File: config.mk
export PLATFORM = sky130hd
export DESIGN_NAME = sbp_hash
export DESIGN_NICKNAME = d
export VERILOG_FILES = /design/src/sv/sbp_pkg.sv /design/src/sv/sbp_hash.sv
export SDC_FILE = /design/constraint.sdc
export NUM_CORES = 1
export LEC_CHECK = 0
export ABC_AREA = 1
export CAP_MARGIN = 30
export CORE_UTILIZATION = 30
export DETAILED_ROUTE_END_ITERATION = 16
export DONT_BUFFER_PORTS = 1
export PLACE_DENSITY_LB_ADDON = 0.05
export RECOVER_POWER = 25
export SLEW_MARGIN = 20
export SYNTH_ARGS = -nofsm -noshare
export SYNTH_HDL_FRONTEND = slang
export SYNTH_SLANG_ARGS = --single-unit
File: constraint.sdc
create_clock -name vclk -period 1.86
set_input_delay 0.186 -clock vclk [all_inputs]
set_output_delay 0.186 -clock vclk [all_outputs]
set_load 0.01 [all_outputs]
File: src/sv/sbp_pkg.sv
// Shared types, codes and helpers for the skewed branch predictor.
// No dependencies; imported by every predictor module and the checker.
package sbp_pkg;

    // Fixed field widths of the block's ports
    localparam int OP_W       = 3;
    localparam int PC_W       = 32;
    localparam int SNAP_W     = 16;
    localparam int LEN_W      = 5;
    localparam int CFG_IDX_W  = 2;
    localparam int CFG_DATA_W = 5;
    localparam int CTR_W      = 2;

    // Default sizing
    localparam int DEF_COUNTER_ENTRIES   = 4096;
    localparam int DEF_HISTORY_BITS      = 16;
    localparam int DEF_DOUBLE_FIRST_BANK = 0;

    // Opcodes
    localparam logic [OP_W-1:0] OP_LOOKUP     = 3'd0;
    localparam logic [OP_W-1:0] OP_UPDATE     = 3'd1;
    localparam logic [OP_W-1:0] OP_SPEC_SHIFT = 3'd2;
    localparam logic [OP_W-1:0] OP_RECOVER    = 3'd3;
    localparam logic [OP_W-1:0] OP_FLUSH      = 3'd4;

    // Configuration register indexes
    localparam logic [CFG_IDX_W-1:0] REG_HISTORY_LENGTH = 2'd0;
    localparam logic [CFG_IDX_W-1:0] REG_PARTIAL_UPDATE = 2'd1;
    localparam logic [CFG_IDX_W-1:0] REG_ENHANCED_MODE  = 2'd2;

    // Reset values of configuration registers
    localparam logic [LEN_W-1:0] RST_HISTORY_LENGTH = 5'd8;

    // Counter encodings
    localparam logic [CTR_W-1:0] CTR_STRONG_NOT   = 2'd0;
    localparam logic [CTR_W-1:0] CTR_WEAK_NOT     = 2'd1;
    localparam logic [CTR_W-1:0] CTR_WEAK_TAKEN   = 2'd2;
    localparam logic [CTR_W-1:0] CTR_STRONG_TAKEN = 2'd3;

    // Saturating 2-bit counter step toward dir
    function automatic logic [CTR_W-1:0] ctr_train(input logic [CTR_W-1:0] c,
                                                   input logic dir);
        logic [CTR_W-1:0] r;
        r = c;
        if (dir)
        begin
            if (c != CTR_STRONG_TAKEN)
            begin
                r = c + 1'b1;
            end
        end
        else
        begin
            if (c != CTR_STRONG_NOT)
            begin
                r = c - 1'b1;
            end
        end
        return r;
    endfunction

endpackage

File: src/sv/sbp_hash.sv
// Skewing hash: three counter indices from the pc placed above a history value.
// Depends on sbp_pkg.
module sbp_hash
    import sbp_pkg::*;
#(
    parameter  int COUNTER_ENTRIES   = DEF_COUNTER_ENTRIES,
    parameter  int HISTORY_BITS      = DEF_HISTORY_BITS,
    parameter  int DOUBLE_FIRST_BANK = DEF_DOUBLE_FIRST_BANK,
    localparam int IDX_W             = $clog2(COUNTER_ENTRIES),
    localparam int IDX0_W            = IDX_W + DOUBLE_FIRST_BANK
)
(
    input  logic [PC_W-1:0]         pc,
    input  logic [HISTORY_BITS-1:0] hist,
    input  logic [LEN_W-1:0]        eff_len,
    input  logic                    enhanced,
    output logic [IDX0_W-1:0]       idx0,
    output logic [IDX_W-1:0]        idx1,
    output logic [IDX_W-1:0]        idx2
);

    localparam int BASE_W = PC_W + HISTORY_BITS;

    logic [BASE_W-1:0] base;
    logic [IDX_W-1:0]  v1;
    logic [IDX_W-1:0]  v2;
    logic [IDX_W-1:0]  h_v1;
    logic [IDX_W-1:0]  h_v2;
    logic [IDX_W:0]    hi_v1;
    logic [IDX_W:0]    hi_v2;
    logic [IDX_W:0]    sk0;

    always_comb
    begin
        base  = (BASE_W'(pc) << eff_len) | BASE_W'(hist);
        v1    = base[IDX_W-1:0];
        v2    = base[2*IDX_W-1:IDX_W];
        // forward skew: rotate right, top bit picks up the xor of the ends
        h_v1  = {v1[IDX_W-1] ^ v1[0], v1[IDX_W-1:1]};
        h_v2  = {v2[IDX_W-1] ^ v2[0], v2[IDX_W-1:1]};
        // inverse skew keeps the shifted-out top bit for the wide first bank
        hi_v1 = {v1, v1[IDX_W-1] ^ v1[IDX_W-2]};
        hi_v2 = {v2, v2[IDX_W-1] ^ v2[IDX_W-2]};
        sk0   = {1'b0, h_v1} ^ hi_v2 ^ {1'b0, v2};
        idx0  = enhanced ? pc[IDX0_W-1:0] : sk0[IDX0_W-1:0];
        idx1  = h_v1 ^ hi_v2[IDX_W-1:0] ^ v1;
        idx2  = h_v2 ^ hi_v1[IDX_W-1:0] ^ v2;
    end

endmodule

# ---- Yosys cells after proc, flatten, opt, wreduce, memory -nomap -nowiden
# Cells that the tools add are included.
dict set report word_totals {
  register_bits 0
  output_inout_bits 36
  elab_cells 13
}
dict set report op_classes {
  n_shift 1
  n_mux 1
  n_bitwise 11
}
# op count
set op_table {}
lappend op_table {{$xor 12x12->12} 6}
lappend op_table {{$shl 32x5->24} 1}
lappend op_table {{$or 24x16->24} 1}
lappend op_table {{$mux 12} 1}
lappend op_table {{$xor 1x1->1} 4}

# ---- Logic depth before layout (Yosys ltp)
# Gate-level depths: netlist (run 1).
dict set report logic_depth {
  depth_word 6
  mapped_depth 17
}

# ---- Least setup slack after synthesis (run 1)
# No wires, ideal clock.
dict set report synth_timing {
  path_kind {input port to output port}
  start {input eff_len[0]}
  end {output idx1[0]}
  arrival_time_ns 1.535
  t_required_ns 1.674
  slack_ns 0.139
  path_stages 13
  path_buffers 3
  cell_sequence {buf_6 buf_6 buf_8 nand2_1 nand3_1 nand3_1 nand3_1 nand3_1 nand2_2 nand2_1 nand3_2 nand2_2 xor2_1}
}
dict set report synth_via {
  elab_chain_cells 5
}
# element line
set synth_rtl {}
lappend synth_rtl {{start: declaration} sbp_hash.sv:15} ;# input logic [LEN_W-1:0] eff_len,
lappend synth_rtl {{$shl 32x5->24 *} sbp_hash.sv:35} ;# base = (BASE_W'(pc) << eff_len) | BASE_W'(hist);
lappend synth_rtl {{$or 24x16->24 *} sbp_hash.sv:35}
lappend synth_rtl {{$xor 1x1->1} sbp_hash.sv:43} ;# hi_v2 = {v2, v2[IDX_W-1] ^ v2[IDX_W-2]};
lappend synth_rtl {{$xor 12x12->12} sbp_hash.sv:46} ;# idx1 = h_v1 ^ hi_v2[IDX_W-1:0] ^ v1;
lappend synth_rtl {{$xor 12x12->12 *} sbp_hash.sv:46}
lappend synth_rtl {{end: declaration} sbp_hash.sv:18} ;# output logic [IDX_W-1:0] idx1,
# Every way passes the cells marked *; elsewhere a longest branch is shown, timed or not.

# ---- Final worst setup path (run 1)
dict set report layout_timing {
  start {input pc[3]}
  end {output idx2[4]}
}
dict set report layout_via {
  elab_chain_cells 4
}
# element line
set layout_rtl {}
lappend layout_rtl {{start: declaration} sbp_hash.sv:13} ;# input logic [PC_W-1:0] pc,
lappend layout_rtl {{$shl 32x5->24 *} sbp_hash.sv:35}
lappend layout_rtl {{$or 24x16->24 *} sbp_hash.sv:35}
lappend layout_rtl {{$xor 12x12->12} sbp_hash.sv:47} ;# idx2 = h_v2 ^ hi_v1[IDX_W-1:0] ^ v2;
lappend layout_rtl {{$xor 12x12->12 *} sbp_hash.sv:47}
lappend layout_rtl {{end: declaration} sbp_hash.sv:19} ;# output logic [IDX_W-1:0] idx2
# Marks and branches as above.

==> reports/qor.txt, run 1 <==
Net count, final - 526
DRC - 0
Syn Area/Cell - 5.08 µm²
Required time worst endpoint - 1.67 ns
Fmax achieved - 557 MHz
Final setup vio count - 0
Sequential cell area - 0 µm²
Die width - 88.8 µm
DR iter-0 viols - 225
Status - finished, final reports clean
Critical path class - input pin to output port
Detailed-route wire length per cell - 15.9 µm
CP Launch Type - input pin
Maximum vdd drop - 0.121 mV
Final Util - 41.5%
Max Transition Viols Final - 0
Multi-input gate area - 0.00226 mm²
Port Buffers - 0
Fillers - 852
GPL Wtd Cong - 0.877
Worst slew pin tran - 0.567 ns
Leakage - 1.55 nW
Number of routed nets with antenna violations - 0
Gate count of the mapped netlist - 445
First drt pass iteration count - 4
Seq/Total Area, Yosys - 0%
Row count - 31
Cell area after placement - 0.00256 mm²
Initial antenna violation count - 0
Final Cell Area - 0.00301 mm²
Largest net degree at the start of global routing - 28
DP HPWL - 7.29 mm
Num sequential - 0
Area Overhead vs Synth - 33.2%
Largest cells by area after synthesis - nand3_1 29%, nand2_1 26%, xor2_1 11%
Distinct cells, synth - 30
Die footprint - 0.00788 mm²
IO Pins - 90
# clk buffers - 0
Final Cycle Share - 96.6%
Placeable Area - 0.00725 mm²
Routed wire length - 9.03 mm
Synthesized Nets - 499
Pwr Total - 0.00107 W
Crit path max fanout - 4
Setup TNS - 0 ns
WP data arrival - 1.61 ns
GR Util All Layers - 22.2%
Slew headroom - 62.2%
Fin Hold WS - 0.483 ns
Yosys top cell area share - 28.6%
First-pass GRT wire length - 13.5 mm
RSZ-0062 raised after global routing - yes
Chip Height - 88.8 µm
Ant diodes - 0
Initial core utilization - 31.1%
PwrDens - 355 mW/mm²
Type of the worst min-delay path - input pin to output port
Vias - 2958
Yosys warnings - 0
Max-Cap Viols - 0
Vias per std cell - 5.20
Area of the mapped netlist - 0.00226 mm²
Final hold violation count - 0
Cts hold-fix bufs - 0
Tmin final - 1.80 ns
Layout cells sized above 1 - 33.8%
Vias in the first global route - 2620
Crit. End Element - output port
Synth area leader - nand3_1
Gr ovfl total - 0
[cell usage after synthesis (all sizes together)]
cell type,n
a21boi,1
o21ai,11
inv,41
buf,20
nand3,137
o21bai,1
or2,1
xor2,29
nor2,6
a21oi,7
clkinv,1
xnor2,4
nand4,3
nand2,176
clkbuf,3
o211ai,4
[logic make-up (layout without fill, tap and decap cells)]
| kind of cell | count (synthesis) | count (layout) | synth area share [%] |
|---|---|---|---|
| compound gates | 24 | 24 | 7.54 |
| xor+xnor | 33 | 33 | 13.1 |
| buf+inv | 65 | 90 | 13.6 |
| simple gates | 323 | 323 | 65.7 |
[path summary, 6_finish.rpt]
kind	from	end	slack (ns)	cells past startpoint
worst max-delay path	pc[3]	idx2[4]	0.06	8
worst min-delay path	pc[1]	idx0[1]	0.48	2
[timing repair]
item | in CTS | in global routing
endpoints found under the setup margin | 7 | 34
buffers inserted | 0 | 8
resized for setup | 11 | 86
pin swaps | 4 | 44
gates cloned | 0 | 1
[layout make-up]
| class | count | share of cell area, % |
|---|---|---|
| inverter | 42 | 5.99 |
| timing repair buffer | 48 | 14.7 |
| tap | 99 | 4.12 |
| multi-input combinational | 380 | 75.2 |
[metrics by stage]
stage | worst slack (ns) | cells
finish | 0.0639 | 569
global route | -0.0498 | 569
CTS | 0.00647 | 560
detailed placement | -0.0634 | 560
global placement | -0.0423 | 560
floorplan | 0.139 | 445
[layout by cell type (no fill, tap or decap)]
master,count
a21oi_1,1
o21ai_4,3
a21boi_2,1
buf_4,39
clkinv_1,1
nand3_1,111
nand2_2,42
xor2_2,4
buf_12,4
o21ai_1,3
a21oi_2,5
xor2_1,24
o21bai_2,1
inv_8,2
xnor2_1,3
nand2_4,7
nor2_2,1
nand3_2,26
xor2_4,1
nand2_1,127
inv_4,3
inv_2,6
buf_6,4
o211ai_1,3
a21oi_4,1
clkbuf_16,1
inv_1,30
o21ai_2,5
xnor2_2,1
nand4_1,3
nor2_1,5
or2_4,1
o211ai_2,1
[power breakdown]
group	switching, W	internal, W	leakage [nW]
registers	0	0	0
logic	0.000641	0.000428	1.55
clock network	0	0	0
[worst max-delay path, cell delays in order]
cell,delay [ns]
inv_8,0.01
o211ai_1,0.27
nand4_1,0.18
buf_4,0.19
o21ai_4,0.23
xor2_1,0.19
xor2_1,0.19
buf_4,0.15
[per-layer routing]
layer	track usage (%)	wire length [µm]	vias up	part of all wire [%]
met4	1.32	26	0	0.29
met5	0	0	-	0
met2	38.4	4300	80	48
met1	31.5	4240	1378	47
li1	-	-	1498	-
met3	1.31	469	2	5.2
Power figures use the tool's default switching activity.
==> inputs of run 2 (changes only) <==
--- a/config.mk
+++ b/config.mk
@@ -12,6 +12,7 @@
 export DONT_BUFFER_PORTS = 1
 export PLACE_DENSITY_LB_ADDON = 0.05
 export RECOVER_POWER = 25
+export REMOVE_ABC_BUFFERS = 1
 export SLEW_MARGIN = 20
 export SYNTH_ARGS = -nofsm -noshare
 export SYNTH_HDL_FRONTEND = slang
==> run 2 against run 1 <==
Critical path depth increased by 1. The run now ends with setup timing left. Sequential cell count did not move. Critical endpoint is now idx2[8]. Core utilization is 0.69 points higher. Maximum frequency down 6.5%. Die area did not move. Non-clock buffer count is 13 higher. Global-route usage down 0.13 points. Worst setup slack got worse by 0.13 ns. Design area up 1.7%. Via count grew 2.5%. Hold slack gained 0.0033 ns. Routed wire length shrank 0.92%.
==> reports/qor.txt, run 2 (same netlist as run 1, synthesis figures left out) <==
Worst slew pin tran - 0.595 ns (+0.0280 ns)
Placeable Area - 0.00725 mm² (unchanged)
Slowest CP cell - o211ai_1
Max Transition Viols Final - 0 (unchanged)
Worst path max stage delay - 0.33 ns (+0.06 ns)
Crit-path cells - clkinvlp_4 -> o211ai_1 -> nand3_1 -> nand2_2 -> nand2_4 -> o21ai_4 -> xor2_1 -> xor2_1 -> buf_4
Initial core utilization - 31.1% (unchanged)
Row count - 31 (unchanged)
Fin Hold WS - 0.487 ns (+0.00327 ns)
Vias per std cell - 5.21 (+0.25%)
RSZ-0062 raised after global routing - yes
Crit path max fanout - 4 (unchanged)
Place WS - -0.0410 ns (+0.0224 ns)
GPL Wtd Cong - 0.849 (-3.2%)
Leakage - 1.60 nW (+3.2%)
Tmin final - 1.92 ns (+0.125 ns)
Critical path class - input pin to output port
Number of routed nets with antenna violations - 0 (unchanged)
Fmax achieved - 521 MHz (-6.5%)
Ant diodes - 0 (unchanged)
Final hold violation count - 0 (unchanged)
Num sequential - 0 (unchanged)
Required time worst endpoint - 1.67 ns (about the same)
Detailed-route wire length per cell - 15.4 µm (-3.1%)
First drt pass iteration count - 5 (+1)
DR iter-0 viols - 168 (-25%)
IO Pins - 90 (unchanged)
Most common cell after layout, fill and taps aside - nand2_1
DRC - 0 (unchanged)
Vias in the first global route - 2693 (+2.8%)
Commonest non-fill, non-tap cells in the layout - 129 x nand2_1, 112 x nand3_1, 54 x buf_4, 39 x nand2_2, 31 x inv_1
Final Cycle Share - 103% (+6.7 points)
Hold Path Sink - idx0[11]
Fin worst setup slack - -0.0612 ns (-0.125 ns)
Routed wire length - 8.95 mm (-0.92%)
Cts hold-fix bufs - 0 (unchanged)
Finished Layout Cells - 582 (+2.3%)
WP data arrival - 1.74 ns (+0.13 ns)
WHS Path Cells - 2 (unchanged)
Max-Cap Viols - 0 (unchanged)
Maximum vdd drop - 0.142 mV (+18%)
CP Launch Type - input pin
Slew headroom - 60.3% (-1.9 points)
DP HPWL - 7.13 mm (-2.2%)
Gr ovfl total - 0 (unchanged)
First-pass GRT wire length - 13.6 mm (+0.41%)
Die footprint - 0.00788 mm² (unchanged)
Layout cells sized above 1 - 34.4% (+0.54 points)
Most used cell, CP - xor2_1
Type of the worst min-delay path - input pin to output port
Initial antenna violation count - 0 (unchanged)
Chip Height - 88.8 µm (unchanged)
Placed cells - 574 (+2.5%)
Final setup vio count - 3 (+3)
Port Buffers - 0 (unchanged)
Die width - 88.8 µm (unchanged)
Net count, final - 539 (+2.5%)
Area Overhead vs Synth - 35.5%
Status - finished, violations left
PwrDens - 365 mW/mm² (+2.9%)
GR Util All Layers - 22.1% (-0.13 points)
Crit. End Element - output port
Sequential cell area - 0 µm² (unchanged)
Largest net degree at the start of global routing - 28 (unchanged)
Fillers - 843 (-1.1%)
# clk buffers - 0 (unchanged)
HP Start - pc[11]
Failing checks - setup timing
Vias - 3033 (+2.5%)
==> run 2: layout make-up <==
cell class / count / area (µm²) / share of cell area, %
multi-input cells: 380 / 2240 / 73.3
repair buffers: 61 / 515 / 16.9
well taps: 99 / 124 / 4.05
inverters: 42 / 176 / 5.77
==> run 2: worst max-delay path: cells and delay by family <==
kind	cells	cell delay, ns
AO/OA/AOI/OAI	2	0.54
XOR/XNOR	2	0.38
AND/OR/NAND/NOR	3	0.41
buffers and inverters	2	0.21
==> run 2: repair_timing <==
item,CTS,global route
endpoints found under the hold margin,0,0
resized for setup,2,87
setup buffers,0,7
endpoints found under the setup margin,3,34
gates cloned,0,1
pin swaps,0,31
==> run 2: where the power goes <==
group	leakage (nW)	internal [W]	switching [W]	total, W
registers	0	0	0	0
logic	1.60	0.000474	0.000644	0.00112
clock network	0	0	0	0
total	1.60	0.000474	0.000644	0.00112
==> run 2: layer usage <==
layer | track usage (%) | vias to the layer above | wire [µm]
met4 | 0.733 | 0 | 44
met2 | 38.0 | 105 | 4220
li1 | - | 1540 | -
met3 | 1.59 | 4 | 530
met5 | 0 | - | 0
met1 | 31.5 | 1384 | 4150
==> run 2: how the worst max path moves through the flow <==
stage / end / from
floorplan: idx1[8] / eff_len[3]
global placement: idx0[6] / eff_len[0]
detailed placement: idx0[6] / eff_len[0]
CTS: idx1[8] / pc[3]
global route: idx2[8] / pc[3]
finish: idx2[8] / pc[3]
==> run 2: through the flow <==
stage	setup TNS [ns]	util, %	cell area [µm²]	power [W]
floorplan	0	-	2110	0.000638
global placement	-0.0601	36.6	2660	0.000987
detailed placement	-0.0960	36.6	2660	0.000987
CTS	0	36.8	2670	0.000994
global route	-1.12	42.2	3060	0.00124
finish	-0.0811	42.2	3060	0.00112
==> inputs of run 3 (changes only) <==
==> constraint.sdc (replaced) <==
create_clock -name vclk -period 1.86
set_input_delay 0 -clock vclk [all_inputs]
set_output_delay 0 -clock vclk [all_outputs]
set_load 0.01 [all_outputs]
==> run 3 against run 2 <==
The run now ends clean. Maximum frequency is 18% higher. Design area down 25%. Sequential cell count unchanged. Sequential share of layout area unchanged. Non-clock buffer count fell by 55. Critical path depth rose by 5. Routed wire length down 5.0%. Die area did not move. First-iteration DRC count up 11%. Core utilization shrank 11 points. Hold slack lost 0.37 ns.
==> reports/qor.txt, run 3 (same netlist as run 1, synthesis figures left out) <==
Detailed-route wire length per cell - 16.1 µm (+4.9%)
Vias per std cell - 5.29 (+1.6%)
# clk buffers - 0 (unchanged)
Switching pwr - 0.000543 W (-16%)
Slew headroom - 63.6% (+3.3 points)
Status - finished, final reports clean
Row count - 31 (unchanged)
Tmin final - 1.62 ns (-0.300 ns)
Required time worst endpoint - 1.86 ns (+0.19 ns)
Initial core utilization - 31.1% (unchanged)
Multi-input gate area - 0.00195 mm² (-13%)
Fmax achieved - 617 MHz (+18%)
Final Util - 31.5% (-11 points)
Sequential power share - 0% (unchanged)
Clk pwr share - 0% (unchanged)
GPL Wtd Cong - 0.851 (+0.22%)
Port Buffers - 0 (unchanged)
Final setup vio count - 0 (-3)
Max-Cap Viols - 0 (unchanged)
Placeable Area - 0.00725 mm² (unchanged)
IO Pins - 90 (unchanged)
Combinational fraction of design power - 100.0% (about the same)
Die footprint - 0.00788 mm² (unchanged)
Sw frac - 68.5% (+11 points)
Crit path max fanout - 27 (+23)
Max Transition Viols Final - 0 (unchanged)
Maximum vdd drop - 0.109 mV (-23%)
PwrDens - 346 mW/mm² (-5.2%)
Num sequential - 0 (unchanged)
Initial antenna violation count - 0 (unchanged)
Pwr Total - 0.000792 W (-29%)
Routed wire length - 8.50 mm (-5.0%)
Chip Height - 88.8 µm (unchanged)
Type of the worst min-delay path - input pin to output port
Cts hold-fix bufs - 0 (unchanged)
Setup TNS - 0 ns (+0.0811 ns)
Final Cycle Share - 87.2% (-16 points)
Vias in the first global route - 2584 (-4.0%)
RSZ-0062 raised after global routing - no
CP Launch Type - input pin
Fillers - 904 (+7.2%)
DRC - 0 (unchanged)
Commonest non-fill, non-tap cells in the layout - 160 x nand2_1, 129 x nand3_1, 35 x inv_1, 28 x xor2_1, 15 x nand2_2
GR Util All Layers - 21.7% (-0.39 points)
Sequential cell area - 0 µm² (unchanged)
Largest net degree at the start of global routing - 28 (unchanged)
Layout cells sized above 1 - 10.5% (-24 points)
Vias - 2789 (-8.0%)
P_int - 0.000249 W (-47%)
Area Overhead vs Synth - 1.27%
Worst slew pin tran - 0.545 ns (-0.0500 ns)
Ant diodes - 0 (unchanged)
Final hold violation count - 0 (unchanged)
Most common cell after layout, fill and taps aside - nand2_1
DR iter-0 viols - 186 (+11%)
Number of routed nets with antenna violations - 0 (unchanged)
Gr ovfl total - 0 (unchanged)
Leakage - 1.23 nW (-23%)
Setup bufs post-CTS - 0 (unchanged)
Crit. End Element - output port
Die width - 88.8 µm (unchanged)
Critical path class - input pin to output port
WP data arrival - 1.62 ns (-0.12 ns)
DP HPWL - 6.86 mm (-3.8%)
Net count, final - 484 (-10%)
First-pass GRT wire length - 13.3 mm (-2.2%)
First drt pass iteration count - 4 (-1)
==> run 3: area by class of cell <==
class,count,area share [%]
inverter,42,7.00
tap,99,5.42
timing repair buffer,6,2.52
multi-input combinational,380,85.1
==> run 3: path summary, 6_finish.rpt <==
check | from | to | cells past startpoint
worst max-delay path | eff_len[0] | idx0[7] | 14
worst min-delay path | pc[0] | idx0[0] | 2
==> run 3: through the flow <==
| step | cells | hold WS, ns | cell area (µm²) | setup slack, ns |
|---|---|---|---|---|
| floorplan | 422 | 0.115 | 2110 | 0.401 |
| global placement | 527 | 0.123 | 2290 | 0.271 |
| detailed placement | 527 | 0.124 | 2290 | 0.293 |
| CTS | 527 | 0.125 | 2290 | 0.285 |
| global route | 527 | 0.140 | 2290 | 0.0393 |
| finish | 527 | 0.121 | 2290 | 0.239 |
==> run 3: layer usage <==
| layer | part of all wire, % | routed length, µm | track usage [%] | up-vias |
|---|---|---|---|---|
| met5 | 0 | 0 | 0 | - |
| met4 | 1.5 | 126 | 2.93 | 0 |
| met3 | 8.8 | 750 | 1.77 | 8 |
| met2 | 45 | 3840 | 36.5 | 113 |
| met1 | 44 | 3780 | 30.7 | 1250 |
| li1 | - | - | - | 1418 |
==> run 3: worst max-delay path, stage by stage <==
cell and delay [ns]:
inv_4 0.18, nand2_1 0.09, o21ai_0 0.13, nand2_1 0.11, nand3_1 0.11, nand3_1 0.09
a21oi_1 0.29, inv_1 0.15, nand2_1 0.10, nand2_1 0.09, nand2_1 0.07, nand2_1 0.05
nand2_1 0.05, nand2_1 0.10
==> run 3: power by group through the flow <==
stage	sequential [W]	clock, W	combinational, W
floorplan	0	0	0.000638
global placement	0	0	0.000801
detailed placement	0	0	0.000802
CTS	0	0	0.000805
global route	0	0	0.000899
finish	0	0	0.000792
==> run 3: repair_timing <==
action                                  in CTS  in global routing
endpoints found under the hold margin        0                  0
endpoints found under the setup margin       0                  1
resized for setup                            0                  1
